`config.mk`:
```
export PLATFORM = sky130hd
export DESIGN_NAME = ordered_list_search_remove_top
export DESIGN_NICKNAME = d
export VERILOG_FILES = /design/src/design/olsr_pkg.sv /design/src/design/olsr_ram.sv /design/src/design/ordered_list_search_remove_top.sv
export SDC_FILE = /design/constraint.sdc
export NUM_CORES = 1
export LEC_CHECK = 0
export BUFFER_PORTS_ARGS = -buffer_cell sky130_fd_sc_hd__buf_2
export CAP_MARGIN = 20
export CORE_ASPECT_RATIO = 1.75
export CORE_MARGIN = 3
export CORE_UTILIZATION = 50
export CTS_BUF_LIST = sky130_fd_sc_hd__clkbuf_8
export CTS_CLUSTER_SIZE = 24
export DETAILED_ROUTE_END_ITERATION = 8
export GPL_ROUTABILITY_DRIVEN = 0
export GPL_TIMING_DRIVEN = 0
export PLACE_DENSITY = 0.66
export REMOVE_ABC_BUFFERS = 1
export SETUP_SLACK_MARGIN = 0.02
export SYNTH_ARGS = -nofsm -noshare
export SYNTH_HDL_FRONTEND = slang
export SYNTH_SLANG_ARGS = --single-unit
```
`constraint.sdc`:
```
create_clock -name clk -period 4.6 [get_ports clk]
set_input_delay 0.23 -clock clk [delete_from_list [all_inputs] [get_ports clk]]
set_output_delay 0.23 -clock clk [all_outputs]
set_load 0.05 [all_outputs]
```
`src/design/olsr_pkg.sv`:
```
// Shared constants and types for the ordered list search and remove block.
// Used by ordered_list_search_remove_top, olsr_list_sb_pkg and tb_top; depends on nothing.
`default_nettype none

package olsr_pkg;

  localparam int DEPTH         = 16;
  localparam int IDX_W         = (DEPTH > 1) ? $clog2(DEPTH) : 1;
  localparam int CNT_W         = $clog2(DEPTH + 1);
  localparam int DATA_W        = 32;
  localparam int MODE_W        = 2;
  localparam int STATUS_W      = 2;
  localparam int ENTRY_COUNT_W = 5;

  localparam logic [MODE_W-1:0] MODE_APPEND = 2'd0;
  localparam logic [MODE_W-1:0] MODE_SEARCH = 2'd1;
  localparam logic [MODE_W-1:0] MODE_REMOVE = 2'd2;

  localparam logic [STATUS_W-1:0] STAT_OK      = 2'd0;
  localparam logic [STATUS_W-1:0] STAT_EMPTY   = 2'd1;
  localparam logic [STATUS_W-1:0] STAT_FULL    = 2'd2;
  localparam logic [STATUS_W-1:0] STAT_MISSING = 2'd3;

  typedef enum logic [1:0] {
    ST_IDLE,
    ST_SCAN,
    ST_SHIFT
  } state_t;

endpackage

`default_nettype wire

```
`src/design/olsr_ram.sv`:
```
// Generic single write port, single read port RAM with a registered read.
// Stand-alone; holds the list entries of the top level.
`default_nettype none

module olsr_ram #(
  parameter int WIDTH = 32,
  parameter int DEPTH = 16,
  localparam int AW = (DEPTH > 1) ? $clog2(DEPTH) : 1
) (
  input  wire logic             clk,
  input  wire logic             we,
  input  wire logic [AW-1:0]    waddr,
  input  wire logic [WIDTH-1:0] wdata,
  input  wire logic [AW-1:0]    raddr,
  output logic      [WIDTH-1:0] rdata
);

  logic [WIDTH-1:0] mem [DEPTH];

  always_ff @(posedge clk) begin
    if (we) begin
      mem[waddr] <= wdata;
    end
    rdata <= mem[raddr];
  end

endmodule

`default_nettype wire

```
`src/design/ordered_list_search_remove_top.sv`:
```
// Top level of the ordered list search and remove block: sequencer and result registers.
// Depends on olsr_pkg and olsr_ram.
//
// Usage: an operation beat is taken at a rising edge where start is high and busy is
// low, carrying mode and value. Exactly one result beat follows: done is high for one
// cycle with hit, status, entry_count and is_empty, and the receiver must take it then,
// as it cannot stall the block.
// An append, a no-operation, or a search or removal on an empty list gives its
// result in the cycle after the start beat. A search walks the stored entries through
// the single RAM read port, one entry a cycle, with one equality compare shared by all
// entries, and ends at the first match or at the last entry. A removal then moves every
// later entry down one place through the same port, one entry a cycle, then lowers the
// count. busy stays high throughout, so one operation is in flight at a time.
// Reset clears the entry count; the RAM contents need no clearing, since only entries
// below the count are ever used.
`default_nettype none

module ordered_list_search_remove_top
  import olsr_pkg::*;
(
  input  wire logic                            clk,
  input  wire logic                            rst,
  input  wire logic                            start,
  output logic                                 busy,
  input  wire logic        [MODE_W-1:0]        mode,
  input  wire logic signed [DATA_W-1:0]        value,
  output logic                                 done,
  output logic                                 hit,
  output logic             [STATUS_W-1:0]      status,
  output logic             [ENTRY_COUNT_W-1:0] entry_count,
  output logic                                 is_empty
);

  state_t state, state_next;

  logic [CNT_W-1:0]    count, count_next;
  logic [CNT_W-1:0]    rd_idx, rd_idx_next;
  logic [IDX_W-1:0]    cmp_idx, cmp_idx_next;
  logic                cmp_vld, cmp_vld_next;
  logic [IDX_W-1:0]    wr_idx, wr_idx_next;
  logic                wr_pend, wr_pend_next;
  logic [MODE_W-1:0]   op_mode, op_mode_next;
  logic [DATA_W-1:0]   key, key_next;

  logic                done_next;
  logic                hit_next;
  logic [STATUS_W-1:0] status_next;

  logic                ram_we;
  logic [IDX_W-1:0]    ram_waddr;
  logic [DATA_W-1:0]   ram_wdata;
  logic [IDX_W-1:0]    ram_raddr;
  logic [DATA_W-1:0]   ram_rdata;

  logic                match;
  logic                last;
  logic                more;
  logic                walk_op;

  olsr_ram #(
    .WIDTH (DATA_W),
    .DEPTH (DEPTH)
  ) u_ram (
    .clk   (clk),
    .we    (ram_we),
    .waddr (ram_waddr),
    .wdata (ram_wdata),
    .raddr (ram_raddr),
    .rdata (ram_rdata)
  );

  // The compare looks at the entry read in the previous cycle.
  assign match   = cmp_vld && (ram_rdata == key);
  assign last    = cmp_vld && (CNT_W'(cmp_idx) == (count - CNT_W'(1)));
  assign more    = rd_idx < count;
  assign walk_op = (mode == MODE_SEARCH) || (mode == MODE_REMOVE);

  always_comb begin
    state_next = state;
    case (state)
      ST_IDLE: begin
        if (start && walk_op && (count != '0)) begin
          state_next = ST_SCAN;
        end
      end
      ST_SCAN: begin
        if (match && (op_mode == MODE_REMOVE)) begin
          state_next = ST_SHIFT;
        end else if (match || last) begin
          state_next = ST_IDLE;
        end
      end
      ST_SHIFT: begin
        if (!more && !wr_pend) begin
          state_next = ST_IDLE;
        end
      end
      default: state_next = ST_IDLE;
    endcase
  end

  always_comb begin
    count_next   = count;
    rd_idx_next  = rd_idx;
    cmp_idx_next = cmp_idx;
    cmp_vld_next = 1'b0;
    wr_idx_next  = wr_idx;
    wr_pend_next = 1'b0;
    op_mode_next = op_mode;
    key_next     = key;
    done_next    = 1'b0;
    hit_next     = 1'b0;
    status_next  = STAT_OK;
    ram_we       = 1'b0;
    ram_waddr    = wr_idx;
    ram_wdata    = ram_rdata;
    ram_raddr    = rd_idx[IDX_W-1:0];

    case (state)
      ST_IDLE: begin
        if (start) begin
          op_mode_next = mode;
          key_next     = value;
          rd_idx_next  = '0;
          case (mode)
            MODE_APPEND: begin
              done_next = 1'b1;
              if (count >= CNT_W'(DEPTH)) begin
                status_next = STAT_FULL;
              end else begin
                ram_we     = 1'b1;
                ram_waddr  = count[IDX_W-1:0];
                ram_wdata  = value;
                count_next = count + CNT_W'(1);
              end
            end
            MODE_SEARCH, MODE_REMOVE: begin
              if (count == '0) begin
                done_next   = 1'b1;
                status_next = STAT_EMPTY;
              end
            end
            default: done_next = 1'b1;
          endcase
        end
      end

      ST_SCAN: begin
        if (match) begin
          if (op_mode == MODE_REMOVE) begin
            rd_idx_next = CNT_W'(cmp_idx) + CNT_W'(1);
          end else begin
            done_next = 1'b1;
            hit_next  = 1'b1;
          end
        end else if (last) begin
          done_next   = 1'b1;
          status_next = STAT_MISSING;
        end else if (more) begin
          cmp_vld_next = 1'b1;
          cmp_idx_next = rd_idx[IDX_W-1:0];
          rd_idx_next  = rd_idx + CNT_W'(1);
        end
      end

      ST_SHIFT: begin
        // Entry read last cycle lands one place lower.
        if (wr_pend) begin
          ram_we = 1'b1;
        end
        if (more) begin
          wr_pend_next = 1'b1;
          wr_idx_next  = IDX_W'(rd_idx - CNT_W'(1));
          rd_idx_next  = rd_idx + CNT_W'(1);
        end else if (!wr_pend) begin
          count_next = count - CNT_W'(1);
          done_next  = 1'b1;
          hit_next   = 1'b1;
        end
      end

      default: begin
      end
    endcase
  end

  always_ff @(posedge clk) begin
    if (rst) begin
      state   <= ST_IDLE;
      count   <= '0;
      cmp_vld <= 1'b0;
      wr_pend <= 1'b0;
      done    <= 1'b0;
    end else begin
      state   <= state_next;
      count   <= count_next;
      cmp_vld <= cmp_vld_next;
      wr_pend <= wr_pend_next;
      done    <= done_next;
    end
  end

  always_ff @(posedge clk) begin
    rd_idx  <= rd_idx_next;
    cmp_idx <= cmp_idx_next;
    wr_idx  <= wr_idx_next;
    op_mode <= op_mode_next;
    key     <= key_next;
    hit     <= hit_next;
    status  <= status_next;
  end

  assign busy        = (state != ST_IDLE);
  assign entry_count = ENTRY_COUNT_W'(count);
  assign is_empty    = (count == '0);

endmodule

`default_nettype wire

```
## After elaboration in Yosys (flattened, before gate mapping)

Memory sizes are Yosys's and may differ from the RTL's. A register that Yosys moved wholly into a read port is not among the register bits.
Cells that the tools add are included.

- Latch bits: 0
- Output and inout bits: 11
- Input bits: 37
- Logic and storage cells: 118
- Memories kept: 1
- Register bits: 60
- ROM bits: 0
- Bits in writable memories: 512

- Shift operators: 0
- Equality and inequality tests: 17
- Reduce and logical (&&, ||, !) cells: 26
- Divide/modulo/power cells: 0
- Multipliers: 0
- Magnitude comparators: 2
- $add $sub $neg: 5
- Bitwise gates (word level): 4
- Muxes and demuxes: 51

Memory list:

| memory | depth | bits a word | read ports | clocked after Yosys merged registers in | write ports | line | source |
|---|---|---|---|---|---|---|---|
| u_ram.mem | 16 | 32 | 1 | 1 | 1 | olsr_ram.sv:18 | `logic [WIDTH-1:0] mem [DEPTH];` |

Operator list:

| operator | number |
|---|---|
| 2-to-1 mux 32 bit | 4 |
| 2-to-1 mux 5 bit | 10 |
| equality test 32 bit | 1 |
| 2-to-1 mux 1 bit | 17 |
| 2-to-1 mux 2 bit | 8 |
| 2-to-1 mux 4 bit | 4 |
| case mux 5 bit (3 select lines) | 1 |
| inequality test 2 bit, second input constant | 6 |
| adder 5 x 1 -> 5 bit, second input constant | 2 |
| case mux 5 bit (2 select lines) | 1 |
| inequality test 3 bit, second input constant | 3 |
| case mux 2 bit (2 select lines) | 2 |
| AND reduction 4 bit | 2 |
| equality test 2 bit, second input constant | 3 |
| logical AND 1 bit | 6 |
| case mux 2 bit (3 select lines) | 1 |
| AND reduction 6 bit | 1 |
| adder 4 x 1 -> 5 bit, second input constant | 1 |
| equality test 4 x 5 -> 1 bit | 1 |
| >= comparator 5 bit, second input constant | 1 |
| zero test 5 bit | 1 |
| < comparator 5 bit | 1 |
| nonzero test 5 bit | 1 |
| subtractor 5 x 1 -> 5 bit, second input constant | 1 |
| 15 further kinds | 26 |

## Longest topological paths before layout

Gate-level depths: netlist of run 1.

- Depth in word-level cells: 7
- Gate-level depth with buffers: 9
- Gate-level depth less buffers: 8

## By module

From an unflattened synthesis of run 1, not the netlist that was laid out.

- Cell total of the unflattened synthesis: 1163
- Area, all modules: 23451.2 µm²

By module, submodules not included:

| module | times used | cells an instance | sequential area each (µm²) | area an instance (µm²) |
|---|---|---|---|---|
| olsr_ram | 1 | 838 | 16015.4 | 19835.3 |
| ordered_list_search_remove_top | 1 | 325 | 1671.6 | 3616.0 |

## Worst setup path before layout of run 1

OpenSTA, ideal clock, no wires.

- Kind: reg2reg
- Start: register state[0]
- End: memory u_ram.mem[1][0] (enable)
- Clock period less this slack: 4.143 ns
- Arrival: 3.722 ns
- Stages on the path, launching flop included: 9
- Buffers on the path: 1
- Data required time: 4.179 ns
- Setup slack: 0.457 ns
- Setup time: 0.421 ns
- Cell sequence: dfxtp_1 > inv_1 > ha_1 > and2_1 > nand3_1 > clkbuf_1 > nor3_1 > a31oi_1 > nor2_1

- Cells in the longest elaborated chain, start to end: 4
- Elaborated cells on any way between the ends: 6
- Those cells by class: eq/ne: 1; mux: 4; reduce/logical: 1

Ends and longest elaborated chain:

| item | line | source |
|---|---|---|
| start: declaration | ordered_list_search_remove_top.sv:34 | `state_t state, state_next;` |
| start signal: assignment | ordered_list_search_remove_top.sv:195 | `state <= state_next;` |
| equality test 2 bit / zero test 2 bit (equally long branches) | ordered_list_search_remove_top.sv:119 | `case (state)` |
| case mux 1 bit (2 select lines) | ordered_list_search_remove_top.sv:119 |  |
| 2-to-1 mux 1 bit | olsr_ram.sv:21 | `if (we) begin` |
| 2-to-1 mux 1 bit (not written as such) | olsr_ram.sv:22 | `mem[waddr] <= wdata;` |
| end: declaration | olsr_ram.sv:18 |  |

Several ways; a longest one is shown, not always the timed one.

## Worst setup path in the final report of run 1

- Start: register state[1]
- End: memory u_ram.mem[1][19] (enable)

Same word-level chain as after synthesis.

==> impl_metrics.py, run 1 <==
metrics = {
    "global_route": {
        "grt-ovfl-total": 0,
        "grt.total_usage": 0.219,
        "grt_pass1_wl_mm": 78.9,
        "grt_antenna_before_repair": 1,
        "grt_pass1_vias": 12463,
        "grt_max_degree": 43,
    },
    "synth": {
        "synthesis.area_um2": 23500,
        "synth_edf_count": 559,
        "synth_top_cell_by_area": "edfxtp_1",
        "synthArstFlopShare": 0,
        "synth_seq_area_share": 0.754,
        "avgSynthCellArea_um2": 20.5,
        "synth_compound_area_frac": 0.0156,
        "netlist_instances": 1145,
        "synth_flop_cell": "edfxtp_1",
        "yosys.cell_count.top_type": "edfxtp_1",
        "synth.mux.area_fraction": 0.154,
        "synth-adder-area-share": 0.00800,
        "yosys-top-cells-area": "edfxtp_1 (72%), mux4_2 (15%), dfxtp_1 (3.8%), nand2_1 (1.7%), xnor2_1 (1.0%)",
        "synth_cell_types": 46,
        "synth_top_family_by_area": "multiplexers",
        "synthTopCellsByCount": "edfxtp_1 (559), mux4_2 (160), nand2_1 (104)",
        "yosys_warnings": 0,
        "synthSimpleGateAreaFrac": 0.0390,
        "synth_xor_area_frac": 0.0164,
        "ys_seq_elements": 604,
        "netlist.area_leader.share": 0.716,
    },
    "detailed_routing": {
        "drt_first_pass_iters": 5,
        "wl_met2_mm": 27.1,
        "wl_mm": 52.8,
        "drt-met1-wl_mm": 20.7,
        "drtIter0Drc": 1190,
        "vias": 11693,
        "routed-wl-met3_mm": 2.77,
        "vias_per_cell": 5.95,
        "routedWlPerCell_um": 26.9,
        "dr.max_layer_used": "met4",
        "drc": 0,
        "route.antenna.remaining_nets": 0,
    },
    "floorplan": {
        "die_area_um2": 49600,
        "core_um2": 46200,
        "rows": 104,
        "initial_utilization": 0.508,
        "die_width_um": 170,
        "die_h_um": 293,
        "io_pins": 48,
    },
    "sta": {
        "tns_ns": 0,
        "fin_crit_ns": 4.30,
        "whs_ns": 0.319,
        "setup_viol": 0,
        "rsz0062_at_grt": "no",
        "skew_ns": 0.0186,
        "fmax_mhz": 232,
        "hold_viol_final": 0,
        "maxSlewViolCount": 0,
        "worstMarginPinSlew_ns": 1.06,
        "min_period_over_period": 0.935,
        "maxSlewHeadroom": 0.290,
    },
    "setup_path": {
        "crit_type": "flop to flop",
        "crit_fanout": 42,
        "arrival_ns": 4.63,
        "path_cells": "inv_1 > ha_1 > and2_4 > nand3_4 > nor3_1 > a31oi_1 > nor2_4 > buf_12",
        "slowest_delay_ns": 0.86,
        "crit_required_ns": 4.93,
        "setup.worst_path.start_class": "flop",
        "cpMaxStageDelayCell": "nor2_4",
        "crit-reg2reg-launch": "state[1]",
        "startpoint": "state[1]",
        "end_kind": "flop",
    },
    "clocking": {
        "cts.clk_slew.worst_paths_ns": 0.07,
        "clock-sinks": 604,
        "clk_latency_ns": 0.64,
        "post_cts_buffers": 0,
        "clk_root_buffer_cell": "clkbuf_8",
        "cts_max_level": 3,
        "cts_tree": "built",
        "cts_buffers": 83,
        "ctsResizeCount": 0,
        "clockBufferDepth": 3,
        "hold_buffers": 36,
    },
    "place": {
        "dpl-instance-area_um2": 25500,
        "io_buffers": 47,
        "hpwlAfterDp_mm": 31.3,
        "dp_cells": 1775,
    },
    "power_and_ir_drop": {
        "peakVddDrop_mv": 0.185,
        "powerDensity_nw_per_um2": 481,
        "total_power_mw": 13.2,
        "p_leak_nw": 8.97,
    },
    "cells_and_area": {
        "final_area_um2": 27500,
        "stdcell_count": 1965,
        "final_nets": 1365,
        "layout-drive-gt1-share": 0.286,
        "area.growth.synth_to_final_pct": 17.2,
    },
    "worst_hold_path": {
        "min_from": "value[18]",
        "min_path_type": "input port to flop",
    },
    "job": {
        "drv_cap": 0,
    },
    "outcome": {
        "outcome": "finished, final reports clean",
    },
}
per-stage QoR:
step	worst slack, ns	utilization
after global routing	0.0445	0.595
after CTS	0.193	0.595
after detailed placement	0.207	0.553
after floorplan	-1.97	-
after global placement	-5.95	0.524
final	0.299	0.595
critical path: cells and delay by family, from the launching register on:
kind | cells | cell delay [ns]
buf+inv | 2 | 0.38
flops | 1 | 0.34
compound gates | 1 | 0.23
simple gates | 4 | 2.73
fa+ha+maj | 1 | 0.25
layout make-up:
type | instances | area [um2]
diodes | 1 | 2.50
clock buffers | 94 | 1290
clock inverters | 59 | 292
fillers | 3235 | 18700
inverters | 23 | 86.3
multi-input cells | 467 | 5620
flip-flops and latches | 604 | 17700
well taps | 583 | 729
repair buffers | 134 | 1780
layout by cell type, fill, tap and decap left out, types with 3 or more instances in the layout:
cell / instances
nor2_4: 17
mux4_2: 160
inv_1: 49
nand4_1: 10
o31ai_1: 5
clkinv_1: 15
or4_1: 3
dlygate4sd3_1: 36
o21a_1: 3
clkinv_2: 11
o32ai_1: 4
a21oi_1: 12
buf_2: 49
buf_8: 5
buf_16: 29
xor2_1: 16
ha_1: 15
nor2_1: 10
nand2_1: 104
a31oi_1: 9
clkinvlp_4: 4
nand2b_1: 6
nor3b_1: 3
o21ai_0: 8
edfxtp_1: 559
clkbuf_8: 94
dfxtp_1: 45
buf_12: 15
nor4_1: 5
nand3_1: 8
xnor2_1: 28
nor3_1: 10
kinds of logic after synthesis:
group / count (synthesis)
fa+ha+maj: 15
mux: 162
simple gates: 192
xor+xnor: 44
flops: 604
buf+inv: 74
compound gates: 54
registers in the layout, indices dropped and copies added (netlist names), 2 cells and up:
name	count
cmp_idx	4
entry_count	5
key	32
op_mode	2
rd_idx	5
state	2
status	2
u_ram.mem	512
u_ram.rdata	32
wr_idx	4
where the power goes:
| part | internal (mW) | switching, mW |
|---|---|---|
| logic | 1.04 | 1.37 |
| registers | 6.76 | 0.160 |
| clock network | 1.94 | 1.95 |
| total | 9.74 | 3.49 |
metal layers:
layer  global-route usage  vias to the layer above
met3               0.0328                      112
met4               0.0960                        0
met2                0.364                      394
met1                0.290                     6170
met5                    0                        -
li1                     -                     5017
worst paths after layout:
kind | end | slack [ns] | cells past startpoint
setup / recovery | u_ram.mem[1][19] | 0.30 | 8
hold / removal | key[18] | 0.32 | 2
hold reg to reg | entry_count[4] | 0.58 | 2
setup reg to reg | u_ram.mem[1][19] | 0.30 | 8
(Power assumes the default switching activity.)
==> run 2: changes to the inputs <==
--- a/config.mk
+++ b/config.mk
@@ -16,7 +16,6 @@
 export GPL_ROUTABILITY_DRIVEN = 0
 export GPL_TIMING_DRIVEN = 0
 export PLACE_DENSITY = 0.66
-export REMOVE_ABC_BUFFERS = 1
 export SETUP_SLACK_MARGIN = 0.02
 export SYNTH_ARGS = -nofsm -noshare
 export SYNTH_HDL_FRONTEND = slang
==> impl_metrics.py, run 2 (synthesized netlist as in run 1, its figures left out) <==
metrics = {
    "sta": {
        "worstMarginPinSlew_ns": 1.06,
        "hold_viol_final": 0,
        "rsz0062_at_grt": "no",
        "min_period_over_period": 0.847,
        "fin_crit_ns": 3.89,
        "fmax_mhz": 257,
        "setup_viol": 0,
        "maxSlewViolCount": 0,
        "skew_ns": 0.0242,
        "maxSlewHeadroom": 0.287,
        "whs_ns": 0.336,
    },
    "setup_path": {
        "slowest_delay_ns": 0.91,
        "r2r.worst_path.cells": 9,
        "crit_fanout": 25,
        "crit_required_ns": 4.92,
        "reg2reg_slack_ns": 0.71,
        "setup.worst_path.start_class": "flop",
        "crit_type": "flop to flop",
        "regToRegEndpoint": "u_ram.mem[0][22]",
        "startpoint": "state[0]",
        "crit-reg2reg-launch": "state[0]",
        "path_cells": "inv_1 > ha_1 > and2_2 > buf_12 > nand3_1 > clkbuf_1 > a31oi_1 > nor2_4 > buf_16",
        "end_kind": "flop",
        "cpMaxStageDelayCell": "nor2_4",
        "arrival_ns": 4.22,
    },
    "synth": {
        "synth_nets": 1197,
    },
    "place": {
        "hpwlAfterDp_mm": 34.6,
        "io_buffers": 47,
        "dp_cells": 1797,
    },
    "worst_hold_path": {
        "min_path_type": "input port to flop",
        "whs_endpoint": "key[3]",
        "whs_path_depth": 2,
        "min_from": "value[3]",
    },
    "cells_and_area": {
        "layout-drive-gt1-share": 0.273,
        "top_register": "u_ram.mem",
        "final_common_cell": "edfxtp_1",
        "largestRegisters": "u_ram.mem: 512 flops, key: 32 flops, u_ram.rdata: 32 flops",
        "stdcell_count": 1996,
        "largest_register_ffs": 512,
        "area.growth.synth_to_final_pct": 15.6,
        "final_cell_mix": "edfxtp_1 (559), mux4_2 (160), clkbuf_8 (105), nand2_1 (104), buf_2 (59)",
        "final_nets": 1394,
    },
    "floorplan": {
        "initial_utilization": 0.508,
        "die_h_um": 293,
        "die_area_um2": 49600,
        "rows": 104,
        "io_pins": 48,
        "die_width_um": 170,
        "core_um2": 46200,
    },
    "power_and_ir_drop": {
        "total_power_mw": 13.2,
        "combinationalPowerShare": 0.175,
        "swShare": 0.267,
        "seq_power_share": 0.521,
        "peakVddDrop_mv": 0.223,
        "p_leak_nw": 8.85,
        "p_sw_mw": 3.53,
        "powerDensity_nw_per_um2": 488,
        "power.share.clock": 0.304,
        "intPower_mw": 9.69,
    },
    "detailed_routing": {
        "wl_mm": 54.9,
        "route.antenna.remaining_nets": 0,
        "drt_first_pass_iters": 5,
        "routedWlPerCell_um": 27.5,
        "drc": 0,
        "vias_per_cell": 5.93,
        "drtIter0Drc": 1068,
        "vias": 11845,
    },
    "outcome": {
        "outcome": "finished, final reports clean",
    },
    "global_route": {
        "grt_pass1_wl_mm": 81.7,
        "grt_pass1_vias": 12691,
        "grt.total_usage": 0.228,
        "grt_antenna_before_repair": 1,
        "grt-ovfl-total": 0,
        "grt_max_degree": 26,
    },
    "clocking": {
        "cts_max_level": 3,
        "post_cts_buffers": 0,
        "clk_root_buffer_cell": "clkbuf_8",
        "cts_tree": "built",
        "hold_buffers": 36,
        "clockBufferDepth": 3,
        "clock-sinks": 604,
        "clk_latency_ns": 0.64,
        "ctsResizeCount": 0,
        "cts_buffers": 85,
        "cts.clk_slew.worst_paths_ns": 0.07,
    },
    "job": {
        "drv_cap": 0,
    },
}
==> run 2: layout make-up <==
cell class              instances  area, um2
well taps                     583        729
clock inverters                52        228
diodes                          1       2.50
fillers                      3334      19100
repair buffers                110       1130
plain buffers                  51        205
multi-input cells             467       5600
clock buffers                 105       1450
flip-flops and latches        604      17700
inverters                      23       86.3
==> run 2: worst max path at each step <==
stage | endpoint | cells past startpoint
2_1_floorplan | u_ram.mem[1][0] | 8
3_3_place_gp | u_ram.mem[1][16] | 8
3_5_place_dp | u_ram.mem[0][16] | 9
4_1_cts | u_ram.mem[0][22] | 9
5_1_grt | u_ram.mem[0][22] | 9
6_report | u_ram.mem[0][22] | 9
==> run 2: per-layer routing <==
layer  share of wire  track usage
met4           0.029       0.0781
met3           0.062       0.0392
met2            0.54        0.397
met1            0.37        0.290
met5               0            0
==> run 2: power by group through the flow <==
stage / registers, mW / logic, mW / clock network [mW]
2_1_floorplan: 6.98 / 1.50 / 0
3_3_place_gp: 7.00 / 2.17 / 0
3_5_place_dp: 7.00 / 2.29 / 0
4_1_cts: 6.89 / 2.32 / 4.09
5_1_grt: 6.91 / 2.51 / 4.36
6_report: 6.89 / 2.32 / 4.02
==> run 2: critical path: cells and delay by family, from the launching register on <==
family / cells / cell delay, ns
and+or+nand+nor: 3 / 1.51
adders and majority gates: 1 / 0.26
DFF: 1 / 0.39
buffers and inverters: 4 / 0.97
AOI/OAI and AO/OA: 1 / 0.42
==> run 2: per-stage QoR <==
step	worst slack, ns	instance area, um2	util	TNS, ns
floorplan	0.457	23500	-	0
global placement	-2.94	24400	0.529	-1370.90
detailed placement	0.695	25000	0.541	0
CTS	0.668	27000	0.585	0
global route	0.484	27100	0.587	0
finish	0.705	27100	0.587	0
==> run 3: changes to the inputs <==
==> constraint.sdc (replaced) <==
create_clock -name clk -period 3.8 [get_ports clk]
set_input_delay 0.19 -clock clk [delete_from_list [all_inputs] [get_ports clk]]
set_output_delay 0.19 -clock clk [all_outputs]
set_load 0.05 [all_outputs]
==> impl_metrics.py, run 3 (synthesized netlist as in run 1, its figures left out) <==
metrics = {
    "global_route": {
        "met3_usage": 0.0406,
        "grt_use_met1": 0.293,
        "grt.total_usage": 0.230,
        "grtUsageMet2": 0.386,
        "grt_pass1_vias": 12604,
        "grt_pass1_wl_mm": 82.1,
        "busiest_layer": "met2",
        "grt_max_degree": 26,
        "grt_antenna_before_repair": 1,
        "grt-ovfl-total": 0,
    },
    "setup_path": {
        "r2r.worst_path.cells": 11,
        "reg2reg_slack_ns": 0.27,
        "crit_type": "flop to flop",
        "crit_required_ns": 4.13,
        "crit-reg2reg-launch": "state[0]",
        "end_kind": "flop",
        "regToRegEndpoint": "u_ram.mem[13][5]",
        "crit_fanout": 25,
        "setup.worst_path.start_class": "flop",
        "arrival_ns": 3.86,
    },
    "floorplan": {
        "rows": 104,
        "core_um2": 46200,
        "die_width_um": 170,
        "io_pins": 48,
        "initial_utilization": 0.508,
        "die_h_um": 293,
        "die_area_um2": 49600,
    },
    "clocking": {
        "clockBufferDepth": 3,
        "clock-sinks": 604,
        "cts.clk_slew.worst_paths_ns": 0.07,
        "cts_buffers": 84,
        "clk_root_buffer_cell": "clkbuf_8",
        "cts_tree": "built",
        "clk_latency_ns": 0.64,
        "cts_max_level": 3,
    },
    "place": {
        "post-place-ws_ns": 0.00925,
        "hpwlAfterDp_mm": 34.6,
        "dp_cells": 1800,
        "io_buffers": 47,
        "dpl-instance-area_um2": 25000,
    },
    "cells_and_area": {
        "largestRegisters": "u_ram.mem: 512 flops, key: 32 flops, u_ram.rdata: 32 flops",
        "largest_register_ffs": 512,
        "top_register": "u_ram.mem",
        "stdcell_count": 2016,
        "final_cell_mix": "edfxtp_1 (559), mux4_2 (160), nand2_1 (104), clkbuf_8 (94), buf_2 (59)",
        "final_common_cell": "edfxtp_1",
        "layout-drive-gt1-share": 0.281,
        "area.growth.synth_to_final_pct": 16.7,
        "fillerInstances": 3273,
        "final_nets": 1412,
        "final_area_um2": 27400,
    },
    "detailed_routing": {
        "route.antenna.remaining_nets": 0,
        "wl_mm": 56.1,
        "vias": 12023,
        "drt_first_pass_iters": 5,
        "vias_per_cell": 5.96,
        "drtIter0Drc": 1171,
        "drc": 0,
        "routedWlPerCell_um": 27.8,
    },
    "power_and_ir_drop": {
        "peakVddDrop_mv": 0.237,
        "p_leak_nw": 8.96,
        "powerDensity_nw_per_um2": 586,
    },
    "worst_hold_path": {
        "min_from": "value[0]",
        "whs_endpoint": "key[0]",
        "min_path_type": "input port to flop",
        "whs_path_depth": 2,
    },
    "sta": {
        "rsz0062_at_grt": "no",
        "min_period_over_period": 0.929,
        "setup_viol": 0,
        "setup_ws_ns": 0.271,
        "maxSlewViolCount": 0,
        "skew_ns": 0.0200,
        "worstMarginPinSlew_ns": 1.06,
        "maxSlewHeadroom": 0.289,
        "hold_viol_final": 0,
        "fmax_mhz": 283,
        "fin_crit_ns": 3.53,
        "whs_ns": 0.271,
    },
    "job": {
        "drv_cap": 0,
    },
    "outcome": {
        "outcome": "finished, final reports clean",
    },
    "synth": {
        "synth_nets": 1197,
    },
}
## run 3: changes by cell type in the layout (fill, tap and decap cells not counted), sizes merged
cell | before | now
buf | 92 | 111
bufinv | 0 | 3
clkbuf | 138 | 127
clkinv | 13 | 21
inv | 58 | 59
## run 3: timing repair
| item | CTS | global route |
|---|---|---|
| pin swaps | 1 | 11 |
| hold buffers | 36 | 0 |
| setup endpoints to repair | 16 | 246 |
| setup buffers | 2 | 18 |
| resized for setup | 0 | 6 |
| hold endpoints to repair | 37 | 0 |
## run 3: critical path, cell delays in order, from the launching register on
cell	delay (ns)
dfxtp_1	0.34
inv_1	0.09
ha_1	0.23
and2_2	0.44
buf_12	0.28
nand3_1	0.23
clkbuf_1	0.32
nor3_1	0.24
a31oi_2	0.16
nor2_4	0.40
buf_12	0.25
buf_16	0.19
## run 3: power breakdown
part | internal (mW) | switching, mW
Sequential | 8.18 | 0.166
Clock | 2.50 | 2.41
Combinational | 1.04 | 1.76
## run 3: worst max-delay path by stage
stage                     startpoint                 to  cells past startpoint
final                       state[0]   u_ram.mem[13][5]                     11
after global routing        state[0]  u_ram.mem[13][30]                     11
after CTS                   state[0]    u_ram.mem[1][6]                      9
after detailed placement    state[0]   u_ram.mem[3][14]                      9
after global placement      state[0]   u_ram.mem[1][14]                      8
after floorplan             state[0]    u_ram.mem[1][0]                      8
## run 3: layer usage
metal	vias up	wire length, um
met4	0	2530
met3	128	3340
met1	6297	21000
met2	484	29200
met5	-	0
li1	5114	-
## run 3: layout make-up
class / count / area, um2 / share of cell area
inverter: 23 / 86.3 / 0.00315
multi-input combinational: 467 / 5620 / 0.205
sequential: 604 / 17700 / 0.646
buffer: 51 / 206 / 0.00754
clock buffer: 94 / 1290 / 0.0473
antenna: 1 / 2.50 / 0.0000914
clock inverter: 64 / 373 / 0.0136
tap: 583 / 729 / 0.0266
timing repair buffer: 129 / 1380 / 0.0505
## run 3: through the flow
| step | power (mW) | setup TNS, ns | util |
|---|---|---|---|
| after detailed placement | 11.3 | 0 | 0.541 |
| after global placement | 11.1 | -1723.78 | 0.529 |
| after CTS | 16.2 | 0 | 0.586 |
| after global routing | 16.7 | 0 | 0.593 |
| final | 16.1 | 0 | 0.593 |
| after floorplan | 10.3 | -60.06 | - |
